[src/sv/piecewise_linear_breakpoint_interp_unit_defines.svh]
// ----------------------------------------------------------------------------
// Assertion macros for the breakpoint interpolation unit
// Shared property forms; each use sits on a line of its own.
// ----------------------------------------------------------------------------
`ifndef PIECEWISE_LINEAR_BREAKPOINT_INTERP_UNIT_DEFINES_SVH
`define PIECEWISE_LINEAR_BREAKPOINT_INTERP_UNIT_DEFINES_SVH

// same-cycle implication
`define PLIC_ASSERT_IMP(lbl, clk, rstn, ante, cons) \
  lbl: assert property (@(posedge clk) disable iff (!rstn) (ante) |-> (cons)) \
    else $error("plic assertion failed");

// next-cycle implication
`define PLIC_ASSERT_NXT(lbl, clk, rstn, ante, cons) \
  lbl: assert property (@(posedge clk) disable iff (!rstn) (ante) |=> (cons)) \
    else $error("plic assertion failed");

`endif

[src/sv/plic_pkg.sv]
// ----------------------------------------------------------------------------
// plic_pkg
// Widths, codes and shared types of the breakpoint interpolation unit.
// ----------------------------------------------------------------------------
`timescale 1ns / 1ps
`default_nettype none

package plic_pkg;

  localparam int MAX_POINTS = 16;
  localparam int IDX_W      = 4;
  localparam int CNT_W      = 5;
  localparam int POS_W      = 16;
  localparam int VAL_W      = 32;
  localparam int NUM_CH     = 4;
  localparam int CH_W       = 2;
  localparam int CELL_IDX_W = $clog2(MAX_POINTS);

  localparam logic [CNT_W-1:0] CNT_RESET = CNT_W'(2);

  typedef enum logic {
    OP_WRITE = 1'b0,
    OP_QUERY = 1'b1
  } op_e;

  typedef enum logic [CH_W-1:0] {
    CH_PHI   = 2'd0,
    CH_PSI   = 2'd1,
    CH_KICK  = 2'd2,
    CH_WHACK = 2'd3
  } chan_e;

  typedef logic [NUM_CH-1:0][VAL_W-1:0] chval_t;

  typedef struct packed {
    logic             en;
    logic [IDX_W-1:0] idx;
    logic [POS_W-1:0] pos;
    chval_t           val;
  } wr_t;

  typedef struct packed {
    logic             vld;
    logic             found;
    logic [POS_W-1:0] res;
    logic [CH_W-1:0]  ch;
    logic [POS_W-1:0] lo_pos;
    logic [POS_W-1:0] after;
    logic [VAL_W-1:0] bv;
    logic [VAL_W-1:0] av;
  } tok_t;

  typedef struct packed {
    logic [VAL_W-1:0] value;
    logic             degen;
    logic             sat;
  } arith_res_t;

endpackage

`default_nettype wire

[src/sv/plic_arith.sv]
// ----------------------------------------------------------------------------
// plic_arith
// Segment slope: split multiply, one-bit-per-cycle divide, add and clamp.
// ----------------------------------------------------------------------------
`timescale 1ns / 1ps
`default_nettype none

module plic_arith
  import plic_pkg::*;
(
  input  logic       clk_i,
  input  logic       rst_ni,
  input  logic       start_i,
  input  tok_t       seg_i,
  output logic       done_o,
  output arith_res_t res_o
);

  localparam int MAG_W  = 2 * POS_W + POS_W;
  localparam int HALF_W = VAL_W / 2;
  localparam int STEP_W = $clog2(MAG_W);
  localparam int SUM_W  = MAG_W + 2;
  localparam logic [STEP_W-1:0] LAST_STEP = STEP_W'(MAG_W - 1);

  typedef enum logic [4:0] {
    A_IDLE   = 5'b00001,
    A_MUL_LO = 5'b00010,
    A_MUL_HI = 5'b00100,
    A_DIV    = 5'b01000,
    A_FIN    = 5'b10000
  } astate_e;

  astate_e           state_q, state_d;
  logic [STEP_W-1:0] cnt_q, cnt_d;

  logic [POS_W-1:0]  dres_mag_q, dpos_mag_q;
  logic [VAL_W-1:0]  diff_mag_q, bv_q;
  logic              neg_q, degen_q;
  logic [MAG_W-1:0]  prod_q, prod_d;
  logic [POS_W-1:0]  rem_q, rem_d;

  logic [POS_W:0]    dres, dres_n, dpos, dpos_n, trial_sh, trial_sub;
  logic [VAL_W:0]    diff, diff_n;
  logic [SUM_W-1:0]  sum, q_ext;
  logic              sat_hi, sat_lo;
  logic [POS_W+HALF_W-1:0] pp_lo, pp_hi;

  assign dres   = {seg_i.res[POS_W-1], seg_i.res} - {seg_i.lo_pos[POS_W-1], seg_i.lo_pos};
  assign dpos   = {seg_i.after[POS_W-1], seg_i.after} - {seg_i.lo_pos[POS_W-1], seg_i.lo_pos};
  assign diff   = {seg_i.av[VAL_W-1], seg_i.av} - {seg_i.bv[VAL_W-1], seg_i.bv};
  assign dres_n = -dres;
  assign dpos_n = -dpos;
  assign diff_n = -diff;

  assign pp_lo = {HALF_W'(0), dres_mag_q} * {POS_W'(0), diff_mag_q[HALF_W-1:0]};
  assign pp_hi = {HALF_W'(0), dres_mag_q} * {POS_W'(0), diff_mag_q[VAL_W-1:HALF_W]};

  assign trial_sh  = {rem_q, prod_q[MAG_W-1]};
  assign trial_sub = trial_sh - {1'b0, dpos_mag_q};

  always_ff @(posedge clk_i) begin
    if (start_i) begin
      dres_mag_q <= dres[POS_W] ? dres_n[POS_W-1:0] : dres[POS_W-1:0];
      dpos_mag_q <= dpos[POS_W] ? dpos_n[POS_W-1:0] : dpos[POS_W-1:0];
      diff_mag_q <= diff[VAL_W] ? diff_n[VAL_W-1:0] : diff[VAL_W-1:0];
      neg_q      <= dres[POS_W] ^ dpos[POS_W] ^ diff[VAL_W];
      degen_q    <= (dpos == '0);
      bv_q       <= seg_i.bv;
    end
    prod_q <= prod_d;
    rem_q  <= rem_d;
  end

  always_comb begin
    state_d = state_q;
    cnt_d   = cnt_q;
    prod_d  = prod_q;
    rem_d   = rem_q;
    case (state_q)
      A_IDLE: begin
        if (start_i) begin
          state_d = (dpos == '0) ? A_FIN : A_MUL_LO;
        end
      end
      A_MUL_LO: begin
        prod_d  = {POS_W'(0), pp_lo};
        state_d = A_MUL_HI;
      end
      A_MUL_HI: begin
        prod_d  = prod_q + {pp_hi, HALF_W'(0)};
        rem_d   = '0;
        cnt_d   = '0;
        state_d = A_DIV;
      end
      A_DIV: begin
        if (!trial_sub[POS_W]) begin
          rem_d  = trial_sub[POS_W-1:0];
          prod_d = {prod_q[MAG_W-2:0], 1'b1};
        end else begin
          rem_d  = trial_sh[POS_W-1:0];
          prod_d = {prod_q[MAG_W-2:0], 1'b0};
        end
        cnt_d = cnt_q + STEP_W'(1);
        if (cnt_q == LAST_STEP) begin
          state_d = A_FIN;
        end
      end
      A_FIN: begin
        state_d = A_IDLE;
      end
      default: begin
        state_d = A_IDLE;
      end
    endcase
  end

  always_ff @(posedge clk_i or negedge rst_ni) begin
    if (!rst_ni) begin
      state_q <= A_IDLE;
      cnt_q   <= '0;
    end else begin
      state_q <= state_d;
      cnt_q   <= cnt_d;
    end
  end

  assign q_ext  = neg_q ? -{2'b00, prod_q} : {2'b00, prod_q};
  assign sum    = {{(SUM_W-VAL_W){bv_q[VAL_W-1]}}, bv_q} + q_ext;
  assign sat_hi = !sum[SUM_W-1] && (|sum[SUM_W-2:VAL_W-1]);
  assign sat_lo = sum[SUM_W-1] && !(&sum[SUM_W-2:VAL_W-1]);

  always_comb begin
    res_o = '0;
    if (degen_q) begin
      res_o.degen = 1'b1;
    end else if (sat_hi) begin
      res_o.value = {1'b0, {(VAL_W-1){1'b1}}};
      res_o.sat   = 1'b1;
    end else if (sat_lo) begin
      res_o.value = {1'b1, {(VAL_W-1){1'b0}}};
      res_o.sat   = 1'b1;
    end else begin
      res_o.value = sum[VAL_W-1:0];
    end
  end

  assign done_o = (state_q == A_FIN);

endmodule

`default_nettype wire

[config.mk]
export PLATFORM = sky130hd
export DESIGN_NAME = plic_arith
export DESIGN_NICKNAME = d
export VERILOG_FILES = /design/src/sv/piecewise_linear_breakpoint_interp_unit_defines.svh /design/src/sv/plic_pkg.sv /design/src/sv/plic_arith.sv
export SDC_FILE = /design/constraint.sdc
export NUM_CORES = 2
export LEC_CHECK = 0
export BUFFER_PORTS_ARGS = -buffer_cell sky130_fd_sc_hd__buf_2
export CORE_MARGIN = 10
export CORE_UTILIZATION = 58
export DETAILED_ROUTE_END_ITERATION = 12
export GPL_TIMING_DRIVEN = 0
export HOLD_SLACK_MARGIN = 0.12
export PLACE_DENSITY = 0.76
export SLEW_MARGIN = 10
export SYNTH_ARGS = -nofsm -noshare
export SYNTH_HDL_FRONTEND = slang
export SYNTH_SLANG_ARGS = --single-unit
[constraint.sdc]
create_clock -name clk_i -period 9.1 [get_ports clk_i]
set_input_delay 0.455 -clock clk_i [delete_from_list [all_inputs] [get_ports clk_i]]
set_output_delay 0.455 -clock clk_i [all_outputs]
set_load 0.01 [all_outputs]
==> results.yml <==
routing:
  post_drt_via_cell_ratio: 5.959
  met2_length_um: 48400
  drc: 0
  first_pass_iters: 6
  wl_um: 103700
  wirelength_met1_um: 41700
  drt_iter0_markers: 2418
  route.vias.total: 30458
  dr_wl_met3_um: 9296
  routedWlPerCell_um: 20.29
  final_antenna_net_count: 0
  topRoutingLayerUsed: "met5"
sta:
  rsz0062_at_grt: "yes"
  tightest_slew_ps: 1304
  fin_skew_ps: 17.59
  min_period_ps: 8764
  holdWs_ps: 138.6
  max_freq_ghz: 0.1141
  setup_viol: 0
  post-route-period-util_pct: 96.31
  hold_violations: 0
  slew_viol_final: 0
  max_slew_margin_pct: 12.68
setup_path:
  critPathCaptureType: "flop"
  crit_buf_inv: 5
  path_delay_family: "adder cells"
  critPathSlowestCell: "edfxtp_1"
  cp-start-kind: "flop"
  path_max_fanout: 10
  arrival_ps: 9000
  max_stage_delay_ps: 550
  required_ps: 9340
  crit_top_cell: "fa_1"
  worst-setup-path-type: "reg -> reg"
place:
  postPlaceCellArea_um2: 36930
  io_buffer_count: 149
  place_congestion: 0.9860
  hpwl_um: 86870
outcome:
  outcome: "finished clean"
yosys:
  synth_top_area_share_pct: 22.43
  ys_ff_latch: 173
  syn_avg_cell_area_um2: 8.483
  yosysSeqAreaShare_pct: 14.62
  synth_area_leaders: "fa_1 (22%), edfxtp_1 (14%), ha_1 (13%)"
  yosys.area.top_type: "fa_1"
  synth_cells: 4145
  yosys_warnings: 0
  synth_cell_types: 96
  syn_area_um2: 35160
  synth_flop_cell: "edfxtp_1"
  synth_nets: 5031
  async_flop_share_pct: 6.358
  synth-edff-count: 162
layout:
  final_cell_mix: "inv_1 (608), nand2_1 (509), fa_1 (394)"
  final_area_um2: 37590
  drive_above_1_share_pct: 6.146
  area_growth_pct: 6.900
  finalCoreUtilization_pct: 62.39
  nets: 5201
  layout_commonest_cell: "inv_1"
clock_tree:
  clkTransAtPathRegs_ps: 90
  tritoncts_num_sinks: 173
  postCtsSetupRepairBufs: 0
  insertion_delay_ps: 510
  cts_root_buf: "clkbuf_16"
  cts_tree: "yes"
  clockBufferDepth: 2
  cts_buffers: 17
  h-tree-depth: 4
floorplanning:
  die-area_um2: 70870
  io_pins: 154
  die_w_um: 266.2
  rows: 90
  core_area_um2: 60250
  die_y_um: 266.2
  floorplan.initialDensity_pct: 58.37
grt:
  grt_pass1_vias: 29941
  grt_pass1_wl_um: 162400
  grt_overflow: 0
  grt_max_degree: 56
  antenna_found_initial: 1
  grt_usage_pct: 29.19
worst_hold_path:
  hold_class: "in -> reg"
job:
  timing.max_cap.violations: 0
==> per-stage QoR <==
| step | setup WS (ps) | setup TNS [ps] | instances |
|---|---|---|---|
| 2_1_floorplan | 1268 | 0 | 4145 |
| 3_3_place_gp | 124.5 | 0 | 5076 |
| 3_5_place_dp | 123.9 | 0 | 5077 |
| 4_1_cts | 77.14 | 0 | 5110 |
| 5_1_grt | -1.732 | -1.732 | 5110 |
| 6_report | 335.6 | 0 | 5111 |
==> metal layers <==
layer / vias to the layer above / global-route usage (%)
met5: - / 0
met4: 2 / 12.11
met3: 238 / 5.462
met2: 1311 / 47.93
met1: 14616 / 37.30
li1: 14291 / -
==> registers in the layout (all words and copies together) (netlist names) <==
signal,flops
prod_q,48
bv_q,32
diff_mag_q,32
dpos_mag_q,16
dres_mag_q,16
rem_q,16
cnt_q,6
state_q,5
degen_q,1
neg_q,1
==> cells in the mapped netlist (22+ instances only) <==
master / instances
inv_1: 608
edfxtp_1: 162
a211oi_1: 25
fa_1: 394
or2_2: 22
o31ai_1: 34
a21o_1: 83
clkbuf_1: 158
nand4_1: 34
or3_1: 35
a21oi_1: 187
ha_1: 373
nand3_1: 92
nor2b_1: 26
nor3_1: 55
o21bai_1: 30
o21a_1: 36
and2_1: 221
o211ai_1: 25
nand2_1: 509
nand2b_1: 37
xor2_1: 83
o21ai_0: 173
xnor2_1: 185
and3_1: 26
nor2_1: 191
==> layout make-up <==
cell class | count | area [µm²]
fillers | 5278 | 22660
plain buffers | 170 | 681.9
flip-flops and latches | 173 | 5141
diodes | 1 | 2.502
multi-input cells | 3193 | 27090
repair buffers | 151 | 789.5
well taps | 782 | 978.4
inverters | 609 | 2286
clock buffers | 17 | 425.4
clock inverters | 15 | 188.9
==> cell families after synthesis <==
kind of cell	synth area share (%)
AOI/OAI and AO/OA	15.18
xor gates and xnor gates	6.675
buffers and inverters	8.359
and+or+nand+nor	18.94
muxes	0.5159
DFF	14.62
adders and majority gates	35.70
==> repair_timing <==
item,CTS,global route
endpoints found under the setup margin,0,9
resized for setup,0,47
endpoints found under the hold margin,11,0
hold buffers,1,0
==> final timing paths <==
check	start	end	slack (ps)	cells past startpoint
worst min-delay path	seg_i[37]	bv_q[5]	140	1
max in group asynchronous	rst_ni	state_q[0]	8400	2
worst max register to register	dres_mag_q[7]	prod_q[47]	340	31
worst max-delay path	dres_mag_q[7]	prod_q[47]	340	31
min in group asynchronous	rst_ni	cnt_q[2]	430	2
worst min register to register	cnt_q[5]	cnt_q[5]	500	1
Power is left out: the tool's default activity adds up to more than one toggle a clock period on the data nets, which glitch-free logic cannot reach.
