### config.mk
export PLATFORM = sky130hd
export DESIGN_NAME = plic_cell
export DESIGN_NICKNAME = d
export VERILOG_FILES = /design/src/sv/piecewise_linear_breakpoint_interp_unit_defines.svh /design/src/sv/plic_pkg.sv /design/src/sv/plic_cell.sv
export SDC_FILE = /design/constraint.sdc
export NUM_CORES = 1
export LEC_CHECK = 0
export BUFFER_PORTS_ARGS = -buffer_cell sky130_fd_sc_hd__buf_2
export CELL_PAD_IN_SITES_DETAIL_PLACEMENT = 0
export CELL_PAD_IN_SITES_GLOBAL_PLACEMENT = 1
export CORE_AREA = 2 2 266 268
export CTS_BUF_LIST = sky130_fd_sc_hd__clkbuf_2 sky130_fd_sc_hd__clkbuf_4 sky130_fd_sc_hd__clkbuf_8
export DETAILED_ROUTE_END_ITERATION = 8
export DIE_AREA = 0 0 268 270
export PLACE_DENSITY = 0.53
export SLEW_MARGIN = 25
export SYNTH_ARGS = -nofsm -noshare
export SYNTH_HDL_FRONTEND = slang
export SYNTH_SLANG_ARGS = --single-unit
### constraint.sdc
create_clock -name clk_i -period 3.9 [get_ports clk_i]
set_input_delay 0.78 -clock clk_i [delete_from_list [all_inputs] [get_ports clk_i]]
set_output_delay 0.78 -clock clk_i [all_outputs]
set_load 0.01 [all_outputs]
### src/sv/piecewise_linear_breakpoint_interp_unit_defines.svh
// ----------------------------------------------------------------------------
// Assertion macros for the breakpoint interpolation unit
// Shared property forms; each use sits on a line of its own.
// ----------------------------------------------------------------------------
`ifndef PIECEWISE_LINEAR_BREAKPOINT_INTERP_UNIT_DEFINES_SVH
`define PIECEWISE_LINEAR_BREAKPOINT_INTERP_UNIT_DEFINES_SVH

// same-cycle implication
`define PLIC_ASSERT_IMP(lbl, clk, rstn, ante, cons) \
  lbl: assert property (@(posedge clk) disable iff (!rstn) (ante) |-> (cons)) \
    else $error("plic assertion failed");

// next-cycle implication
`define PLIC_ASSERT_NXT(lbl, clk, rstn, ante, cons) \
  lbl: assert property (@(posedge clk) disable iff (!rstn) (ante) |=> (cons)) \
    else $error("plic assertion failed");

`endif

### src/sv/plic_pkg.sv
// ----------------------------------------------------------------------------
// plic_pkg
// Widths, codes and shared types of the breakpoint interpolation unit.
// ----------------------------------------------------------------------------
`timescale 1ns / 1ps
`default_nettype none

package plic_pkg;

  localparam int MAX_POINTS = 16;
  localparam int IDX_W      = 4;
  localparam int CNT_W      = 5;
  localparam int POS_W      = 16;
  localparam int VAL_W      = 32;
  localparam int NUM_CH     = 4;
  localparam int CH_W       = 2;
  localparam int CELL_IDX_W = $clog2(MAX_POINTS);

  localparam logic [CNT_W-1:0] CNT_RESET = CNT_W'(2);

  typedef enum logic {
    OP_WRITE = 1'b0,
    OP_QUERY = 1'b1
  } op_e;

  typedef enum logic [CH_W-1:0] {
    CH_PHI   = 2'd0,
    CH_PSI   = 2'd1,
    CH_KICK  = 2'd2,
    CH_WHACK = 2'd3
  } chan_e;

  typedef logic [NUM_CH-1:0][VAL_W-1:0] chval_t;

  typedef struct packed {
    logic             en;
    logic [IDX_W-1:0] idx;
    logic [POS_W-1:0] pos;
    chval_t           val;
  } wr_t;

  typedef struct packed {
    logic             vld;
    logic             found;
    logic [POS_W-1:0] res;
    logic [CH_W-1:0]  ch;
    logic [POS_W-1:0] lo_pos;
    logic [POS_W-1:0] after;
    logic [VAL_W-1:0] bv;
    logic [VAL_W-1:0] av;
  } tok_t;

  typedef struct packed {
    logic [VAL_W-1:0] value;
    logic             degen;
    logic             sat;
  } arith_res_t;

endpackage

`default_nettype wire

### src/sv/plic_cell.sv
// ----------------------------------------------------------------------------
// plic_cell
// One breakpoint entry plus one segment check; passes the query word on.
// ----------------------------------------------------------------------------
`timescale 1ns / 1ps
`default_nettype none

module plic_cell
  import plic_pkg::*;
(
  input  logic                  clk_i,
  input  logic                  rst_ni,
  input  logic [CELL_IDX_W-1:0] cell_idx_i,
  input  logic [CELL_IDX_W-1:0] last_idx_i,
  input  wr_t                   wr_i,
  input  logic [POS_W-1:0]      nxt_pos_i,
  input  chval_t                nxt_val_i,
  output logic [POS_W-1:0]      pos_o,
  output chval_t                val_o,
  input  tok_t                  tok_i,
  output tok_t                  tok_o
);

  logic [POS_W-1:0] pos_q;
  chval_t           val_q;
  tok_t             tok_q, tok_d;
  logic             in_seg, is_last, take;
  logic [VAL_W-1:0] own_v, nxt_v;

  always_ff @(posedge clk_i) begin
    if (wr_i.en && (CELL_IDX_W'(wr_i.idx) == cell_idx_i)) begin
      pos_q <= wr_i.pos;
      val_q <= wr_i.val;
    end
  end

  always_comb begin
    case (chan_e'(tok_i.ch))
      CH_PHI: begin
        own_v = val_q[0];
        nxt_v = nxt_val_i[0];
      end
      CH_PSI: begin
        own_v = val_q[1];
        nxt_v = nxt_val_i[1];
      end
      CH_KICK: begin
        own_v = val_q[2];
        nxt_v = nxt_val_i[2];
      end
      default: begin
        own_v = val_q[3];
        nxt_v = nxt_val_i[3];
      end
    endcase
  end

  assign in_seg  = ($signed(pos_q) <= $signed(tok_i.res)) &&
                   ($signed(tok_i.res) < $signed(nxt_pos_i));
  assign is_last = (cell_idx_i == last_idx_i);
  assign take    = !tok_i.found && (cell_idx_i <= last_idx_i) && (in_seg || is_last);

  always_comb begin
    tok_d = tok_i;
    if (take) begin
      tok_d.found  = 1'b1;
      tok_d.lo_pos = pos_q;
      tok_d.after  = nxt_pos_i;
      tok_d.bv     = own_v;
      tok_d.av     = nxt_v;
    end
  end

  always_ff @(posedge clk_i or negedge rst_ni) begin
    if (!rst_ni) begin
      tok_q <= '0;
    end else begin
      tok_q <= tok_d;
    end
  end

  assign tok_o = tok_q;
  assign pos_o = pos_q;
  assign val_o = val_q;

endmodule

`default_nettype wire

==> results.md, run 1 <==
- Commonest non-fill, non-tap cells in the layout: 675 x buf_2, 144 x edfxtp_1, 116 x dfrtp_1, 67 x mux2_2, 64 x mux4_2
- Fmax: ~0.31 GHz
- CTS clk-pin slew, worst paths: roughly 0.060 ns
- Number of synthesized flops with an enable pin: 144
- Logic gate share of total power: 12.9%
- First-pass DRT Iterations: 4
- Most Frequent Cell on Critical Path: buf_12
- GRT Total Usage: 12.1%
- Share of cells above drive strength 1: between 60 and 70%
- Max clock buf depth: 3
- Initial antenna violation count: 10
- Die ar.: 72400 sq um
- Fin Setup TNS: 0 ns
- Sequential share of power: 42.9%
- IO Port Bufs: about 680
- Post-detailed-route count of antenna-violating nets: 0
- Syn Nets: 1026
- Core area: between 60000 and 70000 sq um
- Maximum number of pins on one net before global-route repair: 79
- CP max stage delay: 0.56 ns
- Clk sinks: 260
- Commonest register cell after synthesis: edfxtp_1
- Crit path DAT: 3.65 ns
- I/O pin count: 679
- Drt initial violations: approximately 300
- Final Max Tran Viols: 0
- Wire per inst: 19.9 um
- Final Skew: around 0.043 ns
- Root Buffer: clkbuf_8
- Pwr Density: between 400 and 500 nW/um^2
- Final worst slack: roughly 0.72 ns
- Worst path slowest cell: or4_1
- VDD IR max: 0.277 mV
- Worst Hold Class: in2async
- Warnings from Yosys: 0
- Clk_lat worst skew: 0.63 ns
- CP Launch Type: flop
- Number of synthesized register bits: 260
- Crit path buffers/inverters: 2
- CTS tree: done
- Clk pwr share: 44.2%
- Synthesized area per cell: 18.9 sq um
- Sequential area share after synthesis: 66.7%
- Worst Tran Pin Value: 0.990 ns
- Placed cells: around 2200
- CTS Hold Buffers Added: 0
- P_int: 5.45 mW
- Row count: 97
- Vias: 8378
- Number of setup buffers added after CTS: 0
- Starting Density: between 15 and 20%
- Critical path cell sequence: ha_1 > nand4_1 > or4_1 > and3_1 > o31a_1 > a311oi_4 > buf_12 > buf_12 > mux2_2
- Worst slew margin: 34.0%
- H-Tree Depth: 2
- Max_cap viols: 0
- Post-CTS sizing: 0
- Vias per inst: 3.67
- Worst slack at placement: about 0.16 ns
- Syn Inst Count: 572
- CTS Buf Count: 50
- First-pass GRT wire length: 63500 um
- Routed WL: 45400 um
- Post-route DRC: 0
- Sw Pwr: 1.84 mW
- # nets final: 1752
- Routability cong.: 0.899
- Count of different cell masters after synthesis: 36
- Die Span Y: 270 um
- DP Wirelength: 36000 um
- Die width: 268 um
- Most common cell after layout, fill and taps aside: buf_2
- Total grt overflow: 0
- Setup violations, final: 0
- Crit-path max FO: 29
- Crit. End Element: flop
- Minimum clock period: 3.18 ns
- Area of the mapped netlist: 10800 sq um
- Crit Path Category: reg2reg
- Layout area overhead: 54.9%
- Sw Share: 25.3%
- Asr flop ratio synth: 44.6%
- Vias in the first global route: 9380
- Final std cells w/o fill: 2281
- Min Hold Slack: 0.181 ns
- Final worst-path cycle share: 81.5%
- Delay-heaviest family, CP: simple AND/OR/NAND/NOR gates
- Leak: 7.44 nW
- Outcome: completed
- RSZ-0062 raised after global routing: no
- Critical Path RT: 4.37 ns
- Final Hold Vio Count: 0
[cells in the mapped netlist (all sizes together), types with 2 or more instances]
| cell | count | area (sq um) |
|---|---|---|
| xor2 | 3 | 26.3 |
| and3 | 2 | 12.5 |
| dfrtp | 116 | 2900 |
| mux4 | 64 | 1440 |
| or2 | 2 | 12.5 |
| clkbuf | 14 | 52.6 |
| inv | 35 | 131 |
| edfxtp | 144 | 4320 |
| mux2 | 96 | 1080 |
| nor2b | 2 | 12.5 |
| nand4 | 6 | 37.5 |
| o21ai | 3 | 15.0 |
| nand2 | 3 | 11.3 |
| o31a | 2 | 17.5 |
| o21a | 4 | 30.0 |
| buf | 10 | 71.3 |
| a2111oi | 2 | 17.5 |
| ha | 35 | 438 |
| nor2 | 3 | 11.3 |
| a21o | 4 | 30.0 |
| o211ai | 2 | 15.0 |
| nand3 | 2 | 10.0 |
| a21oi | 6 | 30.0 |
| a211oi | 3 | 22.5 |
[registers in the layout, summed over array words and instances (netlist names)]
register  cells
pos_o        16
tok_o       116
val_o       128
[logic make-up after synthesis]
| group | synth area share, % |
|---|---|
| flops | 66.7 |
| simple gates | 1.31 |
| fa+ha+maj | 4.04 |
| mux | 23.3 |
| compound gates | 1.94 |
| xor+xnor | 0.324 |
| buf+inv | 2.36 |
[power by group through the flow]
stage,Sequential (mW),Clock [mW],Combinational [mW]
6_report,3.13,3.22,0.941
2_1_floorplan,3.25,0,0.331
3_3_place_gp,3.18,0,0.953
4_1_cts,3.13,3.37,0.965
3_5_place_dp,3.18,0,0.961
5_1_grt,3.14,3.49,1.03
[worst paths after layout]
kind	start	to	slack [ns]	depth (start not counted)
max	pos_o[15]$_DFFE_PP_	tok_o[17]$_DFF_PN0_	0.72	9
min	rst_ni	tok_o[90]$_DFF_PN0_	0.18	1
max reg2reg	pos_o[15]$_DFFE_PP_	tok_o[17]$_DFF_PN0_	0.72	9
min reg2reg	pos_o[3]$_DFFE_PP_	tok_o[83]$_DFF_PN0_	0.55	1
max in group asynchronous	rst_ni	tok_o[64]$_DFF_PN0_	2.97	2
min in group clk_i	tok_i[99]	tok_o[99]$_DFF_PN0_	0.31	1
[layout make-up]
| cell class | count | area [sq um] |
|---|---|---|
| clock inverter | 20 | 243 |
| fill | 7395 | 52800 |
| antenna | 2 | 5.00 |
| timing repair buffer | 698 | 3650 |
| sequential | 260 | 7230 |
| clock buffer | 73 | 942 |
| tap | 940 | 1180 |
| inverter | 35 | 131 |
| multi-input combinational | 253 | 3400 |
[routing by layer]
layer	vias up	GRT usage [%]	routed length (um)
li1	3700	-	-
met1	4132	13.2	16600
met2	463	21.9	23500
met3	83	3.87	3910
met4	0	4.07	1360
met5	-	0	0
[through the flow]
stage | area [sq um] | total power [mW] | util, %
6_report | 16800 | 7.29 | 24.1
3_5_place_dp | 15600 | 4.14 | 22.4
4_1_cts | 16800 | 7.46 | 24.1
5_1_grt | 16800 | 7.66 | 24.1
2_1_floorplan | 10900 | 3.58 | -
3_3_place_gp | 15600 | 4.14 | 22.4
Power figures use the tool's default switching activity.
==> run 2, diff against run 1 <==
Clock period 3.9 ns to 3 ns, I/O delays scaled along.
==> run 2 against run 1 <==
  * Global-route usage about the same
  * Flip-flop and latch count is the same
  * Via count up 1.3%
  * Clock skew is 0.0049 ns higher
  * Combinational power is 37% higher
  * Critical endpoint is now tok_o[27]$_DFF_PN0_
  * Largest power group unchanged
==> results.md, run 2 (synthesis results as in run 1) <==
- IO Port Bufs: 678 (unchanged)
- Row count: 97 (unchanged)
- Minimum clock period: 2.99 ns (-0.185 ns)
- Die width: 268 um (unchanged)
- Fmax: 0.334 GHz (+6.2%)
- Max_cap viols: 0 (unchanged)
- Total grt overflow: 0 (unchanged)
- Max clock buf depth: 3 (unchanged)
- H-Tree Depth: 2 (unchanged)
- Non-Filler Cell Area, Final: 17200 sq um (+2.5%)
- Fin Setup TNS: 0 ns (unchanged)
- Met2 WL post-DR: 23400 um (-0.51%)
- Clk sinks: 260 (unchanged)
- Initial antenna violation count: 14 (+4)
- Maximum number of pins on one net before global-route repair: 65 (-18%)
- Stages on the worst setup path: 8 (-1)
- First-pass DRT Iterations: 6 (+2)
- Layout Utilization: 24.7% (+0.61 points)
- Post-route DRC: 0 (unchanged)
- Root Buffer: clkbuf_8
- VDD IR max: 0.362 mV (+31%)
- Worst path slowest cell: edfxtp_1
- Final Max Tran Viols: 0 (unchanged)
- Critical path cell sequence: ha_1 > nand4_1 > or4_1 > and3_1 > o31a_1 > a311oi_4 > buf_12 > mux2_2
- Worst Hold Class: in2reg
- GRT Total Usage: 12.1% (+0.030 points)
- Die Span Y: 270 um (unchanged)
- Hold depth: 1
- Post-detailed-route count of antenna-violating nets: 0 (unchanged)
- Starting Density: 15.6% (unchanged)
- RSZ-0062 raised after global routing: yes
- CTS clk-pin slew, worst paths: 0.06 ns (about the same)
- Met3 wire length: 4050 um (+3.6%)
- Worst slew margin: 66.6% (+33 points)
- Vias in the first global route: 9425 (+0.48%)
- Fillers: 7362 (-0.45%)
- # nets final: 1798 (+2.6%)
- Final Skew: 0.0475 ns (+0.00489 ns)
- Largest register FFs: 128 (unchanged)
- Worst reg2reg path depth: 8 (-1)
- CP Launch Type: flop
- Placed instance area: 16000 sq um (+2.4%)
- I/O pin count: 679 (unchanged)
- Most common cell after layout, fill and taps aside: buf_2
- CTS tree: done
- Placed cells: 2230 (+2.0%)
- Routed WL: 45700 um (+0.64%)
- Crit Path Category: reg2reg
- CTS Buf Count: 49 (-2.0%)
- Final Hold Vio Count: 0 (unchanged)
- Met1 WL: 16800 um (+0.88%)
- Setup violations, final: 0 (unchanged)
- First-pass GRT wire length: 63500 um (about the same)
- Routability cong.: 0.899 (about the same)
- Die ar.: 72400 sq um (unchanged)
- Drt initial violations: 310 (+5.1%)
- Wire per inst: 19.6 um (-1.5%)
- DP Wirelength: 36900 um (+2.6%)
- Commonest non-fill, non-tap cells in the layout: 675 x buf_2, 144 x edfxtp_1, 116 x dfrtp_1, 64 x mux4_2, 61 x clkbuf_8
- Crit-path max FO: 41 (+41%)
- Critical Path RT: 3.50 ns (-0.87 ns)
- Final worst-path cycle share: 99.7% (+18 points)
- Crit path DAT: 3.49 ns (-0.16 ns)
- Clk_lat worst skew: 0.64 ns (about the same)
- Worst Tran Pin Value: 0.489 ns (-0.501 ns)
- Vias per inst: 3.64 (-0.86%)
- Crit. End Element: flop
- Vias: 8488 (+1.3%)
- Delay-heaviest family, CP: simple AND/OR/NAND/NOR gates
- Leak: 7.68 nW (+3.3%)
- Crit path buffers/inverters: 1 (-1)
- Core area: 69500 sq um (unchanged)
- Pwr Density: 548 nW/um^2 (+26%)
- Final std cells w/o fill: 2331 (+2.2%)
- Post-layout total power: 9.43 mW (+29%)
- Share of cells above drive strength 1: 69.8% (+0.64 points)
- Layout area overhead: 58.8%
- Outcome: completed
- Top Layer Used: met5
- CP max stage delay: 0.51 ns (-0.05 ns)
[run 2: routing by layer]
layer,track usage [%],vias up
li1,-,3791
met3,4.16,80
met2,21.4,468
met5,0,-
met1,13.3,4147
met4,4.47,2
[run 2: worst reg2reg max path: stages (launching register included)]
cell and delay, ns:
edfxtp_1 0.51, ha_1 0.36, nand4_1 0.13, or4_1 0.51, and3_1 0.18, o31a_1 0.12, a311oi_4 0.33, buf_12 0.30
mux2_2 0.47
[run 2: timing repair]
item | in CTS | in global routing
resized for setup | 1 | 11
setup endpoints to repair | 20 | 94
hold endpoints to repair | 21 | 0
setup buffers | 1 | 1
hold buffers | 1 | 0
[run 2: final timing paths]
kind,endpoint,from,slack [ns]
worst max-delay path,tok_o[27]$_DFF_PN0_,pos_o[11]$_DFFE_PP_,0.008
worst min-delay path,tok_o[115]$_DFF_PN0_,tok_i[115],0.13
worst max register to register,tok_o[27]$_DFF_PN0_,pos_o[11]$_DFFE_PP_,0.008
worst min register to register,tok_o[83]$_DFF_PN0_,pos_o[3]$_DFFE_PP_,0.56
max in group asynchronous,tok_o[37]$_DFF_PN0_,rst_ni,1.78
min in group asynchronous,tok_o[88]$_DFF_PN0_,rst_ni,0.44
[run 2: through the flow]
stage / setup slack [ns] / hold slack [ns]
2_1_floorplan: -2.88 / 0.304
3_3_place_gp: -0.246 / 0.478
6_report: 0.00768 / 0.131
5_1_grt: -0.0981 / 0.0499
4_1_cts: -0.0162 / 0.0317
3_5_place_dp: -0.374 / 0.483
[run 2: cell type report]
cell class,instances,area (sq um),share of cell area [%]
Clock buffer,72,922,5.36
Tap cell,940,1180,6.84
Inverter,35,131,0.764
Sequential cell,260,7230,42.0
Antenna cell,7,17.5,0.102
Timing Repair Buffer,745,4060,23.6
Multi-Input combinational cell,253,3430,20.0
Clock inverter,19,235,1.37
[run 2: where the power goes]
| group | internal, mW | switching (mW) |
|---|---|---|
| combinational | 0.682 | 0.609 |
| clock | 2.42 | 1.66 |
| sequential | 3.98 | 0.0789 |
| total | 7.08 | 2.35 |
